<file path="src/mrfc_pkg.sv">
`timescale 1ns / 1ps
// ----------------------------------------------------------------------------
// mrfc_pkg
// Shared types, constants and the CRC-16 byte update for the frame checker.
// ----------------------------------------------------------------------------
package mrfc_pkg;

    localparam int MAX_FRAME_BYTES = 256;
    localparam int LEN_W           = $clog2(MAX_FRAME_BYTES + 1);

    localparam logic [15:0] CRC_PRESET      = 16'hFFFF;
    localparam logic [15:0] CRC_POLY        = 16'hA001;
    localparam logic [7:0]  LAST_LEGAL_FUNC = 8'h11;
    localparam logic [LEN_W-1:0] MIN_FRAME_BYTES = LEN_W'(4);
    localparam logic [LEN_W-1:0] MAX_LEN         = LEN_W'(MAX_FRAME_BYTES);

    localparam logic [7:0] SLAVE_ADDR_RESET = 8'd1;

    localparam int QUEUE_DEPTH = 2;
    localparam int QPTR_W      = $clog2(QUEUE_DEPTH);
    localparam int QCNT_W      = $clog2(QUEUE_DEPTH + 1);

    typedef enum logic [2:0] {
        VERDICT_OK        = 3'd0,
        VERDICT_BAD_ADDR  = 3'd1,
        VERDICT_BAD_FUNC  = 3'd2,
        VERDICT_SHORT     = 3'd3,
        VERDICT_BAD_CRC   = 3'd4
    } t_verdict;

    // Summary of one finished frame, handed from front to back.
    typedef struct packed {
        logic [7:0]       addr;
        logic [7:0]       func;
        logic [LEN_W-1:0] len;
        logic             crc_ok;
    } t_frame_sum;

    function automatic logic [15:0] crc_byte(input logic [15:0] crc_in,
                                             input logic [7:0]  b);
        logic [15:0] c;
        c = crc_in ^ {8'h00, b};
        for (int k = 0; k < 8; k++) begin
            if (c[0]) begin
                c = (c >> 1) ^ CRC_POLY;
            end else begin
                c = c >> 1;
            end
        end
        return c;
    endfunction

endpackage

</file>
<file path="src/mrfc_front.sv">
`timescale 1ns / 1ps
// ----------------------------------------------------------------------------
// mrfc_front
// Accumulates CRC, length, address and function over a frame; emits a
// summary word on the last byte.
// ----------------------------------------------------------------------------
module mrfc_front (
    input  logic                 i_clk,
    input  logic                 i_rst_n,
    input  logic                 i_accept,
    input  logic [7:0]           i_rx_byte,
    input  logic                 i_end_of_frame,
    output logic                 o_sum_push,
    output mrfc_pkg::t_frame_sum o_sum
);
    import mrfc_pkg::*;

    logic [15:0]      r_crc,  n_crc;
    logic [LEN_W-1:0] r_cnt,  n_cnt;
    logic [7:0]       r_addr, n_addr;
    logic [7:0]       r_func, n_func;

    always_comb begin
        n_addr = (r_cnt == '0) ? i_rx_byte : r_addr;
        n_func = (r_cnt == LEN_W'(1)) ? i_rx_byte : r_func;
        n_crc  = crc_byte(r_crc, i_rx_byte);
        n_cnt  = (r_cnt < MAX_LEN) ? r_cnt + LEN_W'(1) : r_cnt;
    end

    assign o_sum_push   = i_accept & i_end_of_frame;
    assign o_sum.addr   = n_addr;
    // function code counts as zero on a single-byte frame
    assign o_sum.func   = (n_cnt >= LEN_W'(2)) ? n_func : 8'h00;
    assign o_sum.len    = n_cnt;
    assign o_sum.crc_ok = (n_crc == 16'h0000);

    always_ff @(posedge i_clk) begin
        if (!i_rst_n) begin
            r_crc  <= CRC_PRESET;
            r_cnt  <= '0;
            r_addr <= '0;
            r_func <= '0;
        end else if (i_accept) begin
            if (i_end_of_frame) begin
                r_crc  <= CRC_PRESET;
                r_cnt  <= '0;
                r_addr <= '0;
                r_func <= '0;
            end else begin
                r_crc  <= n_crc;
                r_cnt  <= n_cnt;
                r_addr <= n_addr;
                r_func <= n_func;
            end
        end
    end

endmodule

</file>
<file path="src/mrfc_queue.sv">
`timescale 1ns / 1ps
// ----------------------------------------------------------------------------
// mrfc_queue
// Short FIFO of frame summaries between front and back.
// ----------------------------------------------------------------------------
module mrfc_queue (
    input  logic                 i_clk,
    input  logic                 i_rst_n,
    input  logic                 i_push,
    input  mrfc_pkg::t_frame_sum i_data,
    output logic                 o_full,
    input  logic                 i_pop,
    output logic                 o_empty,
    output mrfc_pkg::t_frame_sum o_data
);
    import mrfc_pkg::*;

    t_frame_sum        r_mem [QUEUE_DEPTH];
    logic [QPTR_W-1:0] r_wr_ptr, r_rd_ptr;
    logic [QCNT_W-1:0] r_cnt;
    logic              do_push, do_pop;

    assign o_full  = (r_cnt == QCNT_W'(QUEUE_DEPTH));
    assign o_empty = (r_cnt == '0);
    assign o_data  = r_mem[r_rd_ptr];
    assign do_push = i_push & ~o_full;
    assign do_pop  = i_pop & ~o_empty;

    always_ff @(posedge i_clk) begin
        if (do_push) begin
            r_mem[r_wr_ptr] <= i_data;
        end
    end

    always_ff @(posedge i_clk) begin
        if (!i_rst_n) begin
            r_wr_ptr <= '0;
            r_rd_ptr <= '0;
            r_cnt    <= '0;
        end else begin
            if (do_push) begin
                r_wr_ptr <= (r_wr_ptr == QPTR_W'(QUEUE_DEPTH - 1)) ? '0 : r_wr_ptr + QPTR_W'(1);
            end
            if (do_pop) begin
                r_rd_ptr <= (r_rd_ptr == QPTR_W'(QUEUE_DEPTH - 1)) ? '0 : r_rd_ptr + QPTR_W'(1);
            end
            unique case ({do_push, do_pop})
                2'b10:   r_cnt <= r_cnt + QCNT_W'(1);
                2'b01:   r_cnt <= r_cnt - QCNT_W'(1);
                default: r_cnt <= r_cnt;
            endcase
        end
    end

endmodule

</file>
<file path="src/mrfc_back.sv">
`timescale 1ns / 1ps
// ----------------------------------------------------------------------------
// mrfc_back
// Holds the slave address, grades each frame summary and keeps the
// verdict in an output register.
// ----------------------------------------------------------------------------
module mrfc_back (
    input  logic                   i_clk,
    input  logic                   i_rst_n,
    input  logic                   i_cfg_wr_en,
    input  logic [7:0]             i_cfg_wr_data,
    input  logic                   i_sum_valid,
    input  mrfc_pkg::t_frame_sum   i_sum,
    output logic                   o_sum_take,
    input  logic                   i_pop,
    output logic                   o_empty,
    output logic [2:0]             o_verdict,
    output logic [7:0]             o_function_code,
    output logic [mrfc_pkg::LEN_W-1:0] o_frame_length
);
    import mrfc_pkg::*;

    logic [7:0]       r_slave_addr;
    logic             r_valid;
    t_verdict         r_verdict, n_verdict;
    logic [7:0]       r_func;
    logic [LEN_W-1:0] r_len;

    // first failing check wins
    always_comb begin
        priority if (i_sum.addr != r_slave_addr) begin
            n_verdict = VERDICT_BAD_ADDR;
        end else if (i_sum.func > LAST_LEGAL_FUNC) begin
            n_verdict = VERDICT_BAD_FUNC;
        end else if (i_sum.len < MIN_FRAME_BYTES) begin
            n_verdict = VERDICT_SHORT;
        end else if (!i_sum.crc_ok) begin
            n_verdict = VERDICT_BAD_CRC;
        end else begin
            n_verdict = VERDICT_OK;
        end
    end

    // refill the output register when it is free or being drained
    assign o_sum_take = i_sum_valid & (~r_valid | i_pop);

    always_ff @(posedge i_clk) begin
        if (!i_rst_n) begin
            r_slave_addr <= SLAVE_ADDR_RESET;
            r_valid      <= 1'b0;
        end else begin
            if (i_cfg_wr_en) begin
                r_slave_addr <= i_cfg_wr_data;
            end
            if (o_sum_take) begin
                r_valid <= 1'b1;
            end else if (i_pop) begin
                r_valid <= 1'b0;
            end
        end
    end

    always_ff @(posedge i_clk) begin
        if (o_sum_take) begin
            r_verdict <= n_verdict;
            r_func    <= i_sum.func;
            r_len     <= i_sum.len;
        end
    end

    assign o_empty         = ~r_valid;
    assign o_verdict       = r_verdict;
    assign o_function_code = r_func;
    assign o_frame_length  = r_len;

endmodule

</file>
<file path="src/modbus_rtu_frame_checker_core.sv">
`timescale 1ns / 1ps
// ----------------------------------------------------------------------------
// modbus_rtu_frame_checker_core
// Modbus RTU receive frame checker with CRC-16 and header checks.
// ----------------------------------------------------------------------------
// Input side is a queue write port: drive a byte and its end-of-frame flag,
// raise push; the word is taken on a clock edge where full is low. One byte
// is taken every cycle; full only rises when three verdicts are waiting (one
// in the output register, two queued) and the result side is stalled.
// Result side is a queue read port: while empty is low the oldest verdict,
// function code and frame length are on the outputs; pop takes it.
// Only the last byte of a frame yields a word: the edge that takes that
// byte pushes its summary into the summary queue, and it is graded into the
// output register once that register is free or being drained. Throughput
// is one byte per cycle while full is low, set by the front's unrolled CRC.
// A stalled reader backs up the output register and the two-entry summary
// queue; only then does full rise. Nothing is dropped.
// The slave address register is written on any edge with i_cfg_wr_en high;
// write it only while no frame is in flight.
// Reset (i_rst_n low, synchronous) clears frame state and the queue and
// sets the slave address to 1.
// ----------------------------------------------------------------------------
module modbus_rtu_frame_checker_core (
    input  logic       i_clk,
    input  logic       i_rst_n,
    input  logic       i_cfg_wr_en,
    input  logic [7:0] i_cfg_wr_data,
    input  logic       push,
    output logic       full,
    input  logic [7:0] i_rx_byte,
    input  logic       i_end_of_frame,
    output logic       empty,
    input  logic       pop,
    output logic [2:0] o_verdict,
    output logic [7:0] o_function_code,
    output logic [mrfc_pkg::LEN_W-1:0] o_frame_length
);
    import mrfc_pkg::*;

    logic       accept;
    logic       sum_push;
    t_frame_sum sum_in, sum_out;
    logic       q_empty, q_full, sum_take;

    assign full   = q_full;
    assign accept = push & ~q_full;

    mrfc_front u_front (
        .i_clk          (i_clk),
        .i_rst_n        (i_rst_n),
        .i_accept       (accept),
        .i_rx_byte      (i_rx_byte),
        .i_end_of_frame (i_end_of_frame),
        .o_sum_push     (sum_push),
        .o_sum          (sum_in)
    );

    mrfc_queue u_queue (
        .i_clk   (i_clk),
        .i_rst_n (i_rst_n),
        .i_push  (sum_push),
        .i_data  (sum_in),
        .o_full  (q_full),
        .i_pop   (sum_take),
        .o_empty (q_empty),
        .o_data  (sum_out)
    );

    mrfc_back u_back (
        .i_clk           (i_clk),
        .i_rst_n         (i_rst_n),
        .i_cfg_wr_en     (i_cfg_wr_en),
        .i_cfg_wr_data   (i_cfg_wr_data),
        .i_sum_valid     (~q_empty),
        .i_sum           (sum_out),
        .o_sum_take      (sum_take),
        .i_pop           (pop),
        .o_empty         (empty),
        .o_verdict       (o_verdict),
        .o_function_code (o_function_code),
        .o_frame_length  (o_frame_length)
    );

endmodule
</file>
<file path="config.mk">
export PLATFORM = sky130hd
export DESIGN_NAME = modbus_rtu_frame_checker_core
export DESIGN_NICKNAME = d
export VERILOG_FILES = /design/src/mrfc_pkg.sv /design/src/mrfc_front.sv /design/src/mrfc_queue.sv /design/src/mrfc_back.sv /design/src/modbus_rtu_frame_checker_core.sv
export SDC_FILE = /design/constraint.sdc
export NUM_CORES = 1
export LEC_CHECK = 0
export ABC_AREA = 0
export BUFFER_PORTS_ARGS = -buffer_cell sky130_fd_sc_hd__buf_4
export CORE_UTILIZATION = 45
export DETAILED_ROUTE_END_ITERATION = 12
export PLACE_DENSITY_LB_ADDON = 0.3
export SETUP_SLACK_MARGIN = 0.5
export SYNTH_ARGS = -nofsm -noshare
export SYNTH_HDL_FRONTEND = slang
export SYNTH_SLANG_ARGS = --single-unit
</file>
<file path="constraint.sdc">
create_clock -name i_clk -period 2.52 [get_ports i_clk]
set_clock_uncertainty 0.2 [all_clocks]
set_input_delay 0.378 -clock i_clk [delete_from_list [all_inputs] [get_ports i_clk]]
set_output_delay 0.378 -clock i_clk [all_outputs]
set_load 0.03 [all_outputs]
</file>
==> results.py, run 1 <==
metrics = {
    "outcome": {
        "status": "finished with violations",
        "violations": "DRC, setup timing",
    },
    "min_path": {
        "min_path_type": "in -> reg",
    },
    "clock_tree": {
        "h-tree-depth": 4,
        "worstSkewPairLatency_ns": 0.42,
        "clock-root-buffer": "clkbuf_16",
        "numCtsBuffers": 17,
        "clk_pin_slew_ns": 0.05,
        "cts.sink_count": 127,
        "cts_tree": "done",
        "clock_path_buffers": 2,
    },
    "setup_path": {
        "critPathMaxFanout": 3,
        "start_kind": "register",
        "crit_arrival_ns": 2.65,
        "critPathKind": "reg -> reg",
        "critical-path-slowest-cell": "xnor3_2",
        "required_ns": 2.54,
        "endpoint_kind": "register",
        "max_stage_delay_ns": 0.52,
        "critPathTopFamily": "XOR/XNOR gates",
        "crit_buf_inv": 0,
        "crit_chain": "xnor2_4, xnor2_2, xnor3_2, xnor2_4, ha_4, xnor2_2, nand2_2, nor4_4",
    },
    "drt": {
        "detailedRoute.firstPassIterationCount": 9,
        "first_iter_violations": 283,
        "drc": 12,
        "routedWlPerCell_um": 17.7,
        "vias_per_cell": 5.49,
        "postRouteAntennaNets": 0,
        "routed_wl_um": 12300,
        "vias": 3815,
    },
    "cells_and_area": {
        "final_area_mm2": 0.00742,
        "nets": 566,
        "drive_gt1_share_pct": 37.7,
        "antenna_cells": 0,
        "final_cell_mix": "buf_4 (87), edfxtp_1 (72), nor2_1 (42), dfxtp_1 (42), nand2_1 (28)",
        "area_delta_synth_final_pct": 37.1,
        "final_common_cell": "buf_4",
    },
    "sta": {
        "fin_crit_sh_pct": 104,
        "tightest_slew_ns": 0.615,
        "setup-violations-final": 2,
        "maxSlewHeadroom_pct": 58.9,
        "grt_setup_unrepaired": "yes",
        "hold_viol_final": 0,
        "period_minus_slack_ns": 2.63,
        "finalMaxSlewViolations": 0,
        "fmaxAchievable_mhz": 381,
        "worst_slack_ns": -0.108,
    },
    "run": {
        "max_cap_viol_count": 0,
    },
    "power": {
        "power_mw": 7.84,
        "power_density_mw_per_mm2": 1060,
        "irDropWorstVdd_mv": 0.787,
        "p_leak_nw": 2.87,
    },
    "synth": {
        "synth_flop_cell": "edfxtp_1",
        "ys_seq_area_share_pct": 60.3,
        "yosys_warnings": 0,
        "syn_nets": 465,
        "syn_area_mm2": 0.00541,
        "synthArstFlopShare_pct": 0,
        "synth_seq_cells": 127,
        "synth_edf_count": 72,
        "syn_inst": 438,
        "synth_cell_types": 49,
        "synth_area_per_cell_um2": 12.3,
    },
    "floorplan": {
        "num_rows": 39,
        "io_pins": 44,
        "core_mm2": 0.0116,
        "fp.dieH_um": 112,
        "die-area_mm2": 0.0125,
        "start_util_pct": 46.8,
        "die_w_um": 112,
    },
    "grt": {
        "antenna_found_initial": 0,
        "grt_max_degree": 38,
        "grt_pass1_vias": 3611,
        "grt_pass1_wl_um": 18700,
        "gr-total-overflow": 0,
        "grt_use_total_pct": 19.8,
    },
    "placed_design": {
        "gp_congestion": 0.803,
        "place.port_buffers": 43,
        "placed_area_mm2": 0.00614,
        "hpwl_um": 7230,
    },
}
==> synthesized netlist by cell type, types with 5 or more instances <==
library cell / count / area, µm²
nand3_1: 11 / 55.1
xnor2_1: 32 / 280
edfxtp_1: 72 / 2160
mux2_2: 8 / 90.1
mux2i_1: 26 / 260
nor2_1: 54 / 203
mux2_1: 19 / 214
clkbuf_1: 14 / 52.6
dfxtp_1: 55 / 1100
xor2_1: 7 / 61.3
a22oi_1: 21 / 158
inv_1: 5 / 18.8
buf_2: 5 / 25.0
a21oi_1: 7 / 35.0
o211ai_1: 8 / 60.1
nor3_1: 6 / 30.0
nand2_1: 30 / 113
nand4_1: 5 / 31.3
ha_1: 5 / 62.6
==> flip-flops by register name (all words and copies together) (netlist names), named ones only <==
| signal | cells |
|---|---|
| u_queue.r_mem | 52 |
| u_back.r_valid | 1 |
| u_front.r_func | 8 |
| u_back.o_verdict | 3 |
| u_queue.r_wr_ptr | 1 |
| u_front.r_cnt | 9 |
| u_back.r_slave_addr | 8 |
| u_back.o_frame_length | 9 |
| u_queue.r_cnt | 2 |
| u_back.o_function_code | 8 |
| u_queue.r_rd_ptr | 1 |
| u_front.r_addr | 8 |
| u_front.r_crc | 16 |
==> tightest hold or removal path: cells and delay by family <==
| family | cells | cell delay (ns) |
|---|---|---|
| muxes | 1 | 0.06 |
| buffers and inverters | 1 | 0.08 |
| and+or+nand+nor | 1 | 0.09 |
==> metrics by stage <==
step	hold WS [ns]	std cells	setup WS (ns)	TNS [ns]	utilization (%)
global route	0.0349	695	-0.162	-0.352	64.1
CTS	0.0139	679	-0.0181	-0.0362	60.8
floorplan	0.240	438	0.0545	0	-
finish	0.0260	695	-0.108	-0.216	64.1
global placement	0.267	629	-0.0761	-0.152	53.1
detailed placement	0.275	629	-0.155	-0.357	53.1
==> cells by family (layout without fill, tap and decap cells) <==
| logic type | count (synthesis) | count (layout) | share of synthesized area [%] |
|---|---|---|---|
| flip-flops | 127 | 127 | 60.3 |
| adder cells (fa/ha/maj) | 5 | 5 | 1.16 |
| AO/OA/AOI/OAI | 52 | 52 | 6.87 |
| AND/OR/NAND/NOR | 130 | 132 | 11.5 |
| XOR/XNOR | 43 | 43 | 7.66 |
| multiplexers | 53 | 53 | 10.4 |
| buffers and inverters | 28 | 140 | 2.06 |
==> layout make-up <==
| cell class | count | area (µm²) |
|---|---|---|
| inverters | 6 | 22.5 |
| repair buffers | 102 | 843 |
| multi-input cells | 285 | 2520 |
| clock inverters | 9 | 91.3 |
| well taps | 143 | 179 |
| clock buffers | 23 | 458 |
| flip-flops and latches | 127 | 3300 |
| fillers | 831 | 4150 |
==> metal layers <==
| metal | share of wire (%) | GRT usage [%] |
|---|---|---|
| met5 | 0 | 0 |
| met4 | 1.6 | 7.48 |
| met3 | 4.8 | 5.23 |
| met2 | 50 | 32.7 |
| met1 | 44 | 24.8 |
==> path summary, 6_finish.rpt <==
check | start | to | slack [ns] | depth (start not counted)
hold reg to reg | u_front.r_crc[9]$_SDFFE_PN1P_ | u_front.r_crc[1]$_SDFFE_PN1P_ | 0.28 | 2
hold / removal | i_cfg_wr_data[5] | u_back.r_slave_addr[5]$_SDFFE_PN0P_ | 0.03 | 3
setup reg to reg | u_front.r_crc[5]$_SDFFE_PN1P_ | u_queue.r_mem[0][0]$_DFFE_PP_ | -0.11 | 8
setup / recovery | u_front.r_crc[5]$_SDFFE_PN1P_ | u_queue.r_mem[0][0]$_DFFE_PP_ | -0.11 | 8
==> timing repair <==
item	4_1_cts	5_1_grt
hold endpoints to repair	5	0
gates resized for setup	44	58
hold buffers	6	0
endpoints found under the setup margin	80	70
pin swaps	14	28
cloned	2	1
buffers inserted	10	15
==> power by group <==
part | switching, mW | total (mW) | internal (mW)
logic | 1.45 | 2.79 | 1.34
clock network | 0.829 | 2.29 | 1.46
registers | 0.184 | 2.77 | 2.58
Note: power is estimated with default switching activity, not from simulation.
==> run 2: changes to the inputs <==
--- a/config.mk
+++ b/config.mk
@@ -11,6 +11,7 @@
 export DETAILED_ROUTE_END_ITERATION = 12
 export PLACE_DENSITY_LB_ADDON = 0.3
 export SETUP_SLACK_MARGIN = 0.5
+export SKIP_CTS_REPAIR_TIMING = 1
 export SYNTH_ARGS = -nofsm -noshare
 export SYNTH_HDL_FRONTEND = slang
 export SYNTH_SLANG_ARGS = --single-unit
==> results.py, run 2 (synthesis gave the netlist of run 1 again) <==
metrics = {
    "outcome": {
        "status": "finished with violations",
        "violations": "DRC, setup timing",
    },
    "power": {
        "p_leak_nw": 2.79,
        "power_mw": 7.72,
        "power_density_mw_per_mm2": 1060,
        "irDropWorstVdd_mv": 0.880,
    },
    "drt": {
        "routedWlPerCell_um": 17.2,
        "vias_per_cell": 5.44,
        "routed_wl_um": 11800,
        "vias": 3735,
        "drc": 12,
        "detailedRoute.firstPassIterationCount": 9,
        "postRouteAntennaNets": 0,
        "first_iter_violations": 302,
    },
    "cells_and_area": {
        "final_cell_mix": "buf_4 (83), edfxtp_1 (72), dfxtp_1 (44)",
        "regMostFlops": "u_queue.r_mem",
        "antenna_cells": 0,
        "largestRegisters": "u_queue.r_mem: 52 flops, u_front.r_crc: 16 flops",
        "drive_gt1_share_pct": 36.1,
        "nets": 557,
        "fillCellCount": 855,
        "final_area_mm2": 0.00729,
        "largest_reg_flops": 52,
        "final_common_cell": "buf_4",
        "area_delta_synth_final_pct": 34.8,
    },
    "grt": {
        "gr-total-overflow": 0,
        "grt_pass1_wl_um": 17600,
        "antenna_found_initial": 0,
        "grt_max_degree": 38,
        "grt_use_total_pct": 18.5,
        "grt_pass1_vias": 3544,
    },
    "placed_design": {
        "place.port_buffers": 43,
        "placed_area_mm2": 0.00614,
        "hpwl_um": 7230,
        "gp_congestion": 0.803,
    },
    "setup_path": {
        "critPathMaxFanout": 2,
        "endpoint_kind": "register",
        "crit_chain": "xnor2_4, xnor2_2, xnor3_2, xnor2_2, ha_4, nor4b_2, nand4_1, nor4_2",
        "start_kind": "register",
        "r2r_start": "u_front.r_crc[1]$_SDFFE_PN1P_",
        "critPathTopFamily": "XOR/XNOR gates",
        "critical-path-slowest-cell": "xnor3_2",
        "crit_top_cell": "xnor2_2",
        "reg2reg_slack_ns": -0.11,
        "max_stage_delay_ns": 0.48,
        "crit_buf_inv": 0,
        "r2r-end": "u_queue.r_mem[0][0]$_DFFE_PP_",
        "rr_worst_depth": 8,
        "required_ns": 2.53,
        "crit_arrival_ns": 2.64,
        "critPathKind": "reg -> reg",
    },
    "run": {
        "max_cap_viol_count": 0,
    },
    "floorplan": {
        "fp.dieH_um": 112,
        "num_rows": 39,
        "die-area_mm2": 0.0125,
        "start_util_pct": 46.8,
        "core_mm2": 0.0116,
        "die_w_um": 112,
        "io_pins": 44,
    },
    "sta": {
        "setup-violations-final": 2,
        "tightest_slew_ns": 0.559,
        "fin_crit_sh_pct": 104,
        "whs_ns": 0.00237,
        "maxSlewHeadroom_pct": 62.7,
        "finalMaxSlewViolations": 0,
        "hold_viol_final": 0,
        "grt_setup_unrepaired": "yes",
        "worst_slack_ns": -0.110,
        "period_minus_slack_ns": 2.63,
        "fmaxAchievable_mhz": 380,
    },
    "clock_tree": {
        "clk_pin_slew_ns": 0.05,
        "numCtsBuffers": 17,
        "clock-root-buffer": "clkbuf_16",
        "cts_tree": "done",
        "worstSkewPairLatency_ns": 0.41,
        "clock_path_buffers": 2,
        "h-tree-depth": 4,
        "cts.sink_count": 127,
    },
    "min_path": {
        "min_to": "u_back.r_slave_addr[2]$_SDFFE_PN0P_",
        "min_path_type": "in -> reg",
        "hold_depth": 3,
        "holdCritStartpoint": "i_cfg_wr_data[2]",
    },
}
-- run 2: final cells by class --
type | count | area, µm² | area share, %
multi-input combinational | 285 | 2480 | 34.0
clock inverter | 9 | 91.3 | 1.25
clock buffer | 23 | 458 | 6.28
inverter | 6 | 22.5 | 0.309
timing repair buffer | 93 | 769 | 10.6
tap | 143 | 179 | 2.45
sequential | 127 | 3290 | 45.2
-- run 2: worst register-to-register path, delay by kind of cell, from the launching register on --
kind	cells	cell delay (ns)
xor+xnor	4	1.04
flops	1	0.34
fa+ha+maj	1	0.16
simple gates	3	0.69
-- run 2: metrics by stage --
stage,setup slack [ns],TNS [ns],instances,utilization (%)
after floorplan,0.0545,0,438,-
after CTS,-0.117,-0.234,661,57.9
after global routing,-0.185,-0.371,686,63.0
after detailed placement,-0.155,-0.357,629,53.1
after global placement,-0.0761,-0.152,629,53.1
final,-0.110,-0.220,686,63.0
-- run 2: where the power goes --
part / internal (mW) / leakage, nW / switching [mW]
clock network: 1.46 / 0.271 / 0.828
logic: 1.30 / 1.39 / 1.37
registers: 2.58 / 1.13 / 0.179
-- run 2: how the worst max path moves through the flow --
stage	slack (ns)	startpoint	cells past startpoint	to
2_1_floorplan	0.05	i_rx_byte[0]	7	u_queue.r_mem[0][0]$_DFFE_PP_
3_3_place_gp	-0.08	i_rx_byte[1]	8	u_queue.r_mem[0][0]$_DFFE_PP_
3_5_place_dp	-0.15	i_rx_byte[1]	9	u_queue.r_mem[0][0]$_DFFE_PP_
4_1_cts	-0.12	u_front.r_crc[1]$_SDFFE_PN1P_	8	u_queue.r_mem[0][0]$_DFFE_PP_
5_1_grt	-0.19	u_front.r_crc[1]$_SDFFE_PN1P_	8	u_queue.r_mem[1][0]$_DFFE_PP_
6_report	-0.11	u_front.r_crc[1]$_SDFFE_PN1P_	8	u_queue.r_mem[0][0]$_DFFE_PP_
-- run 2: layer usage --
layer | vias up | global-route usage (%) | wire length (µm)
met5 | - | 0 | 0
met4 | 0 | 8.38 | 194
met3 | 17 | 5.33 | 452
met2 | 89 | 30.1 | 5820
met1 | 1839 | 22.8 | 5360
li1 | 1790 | - | -
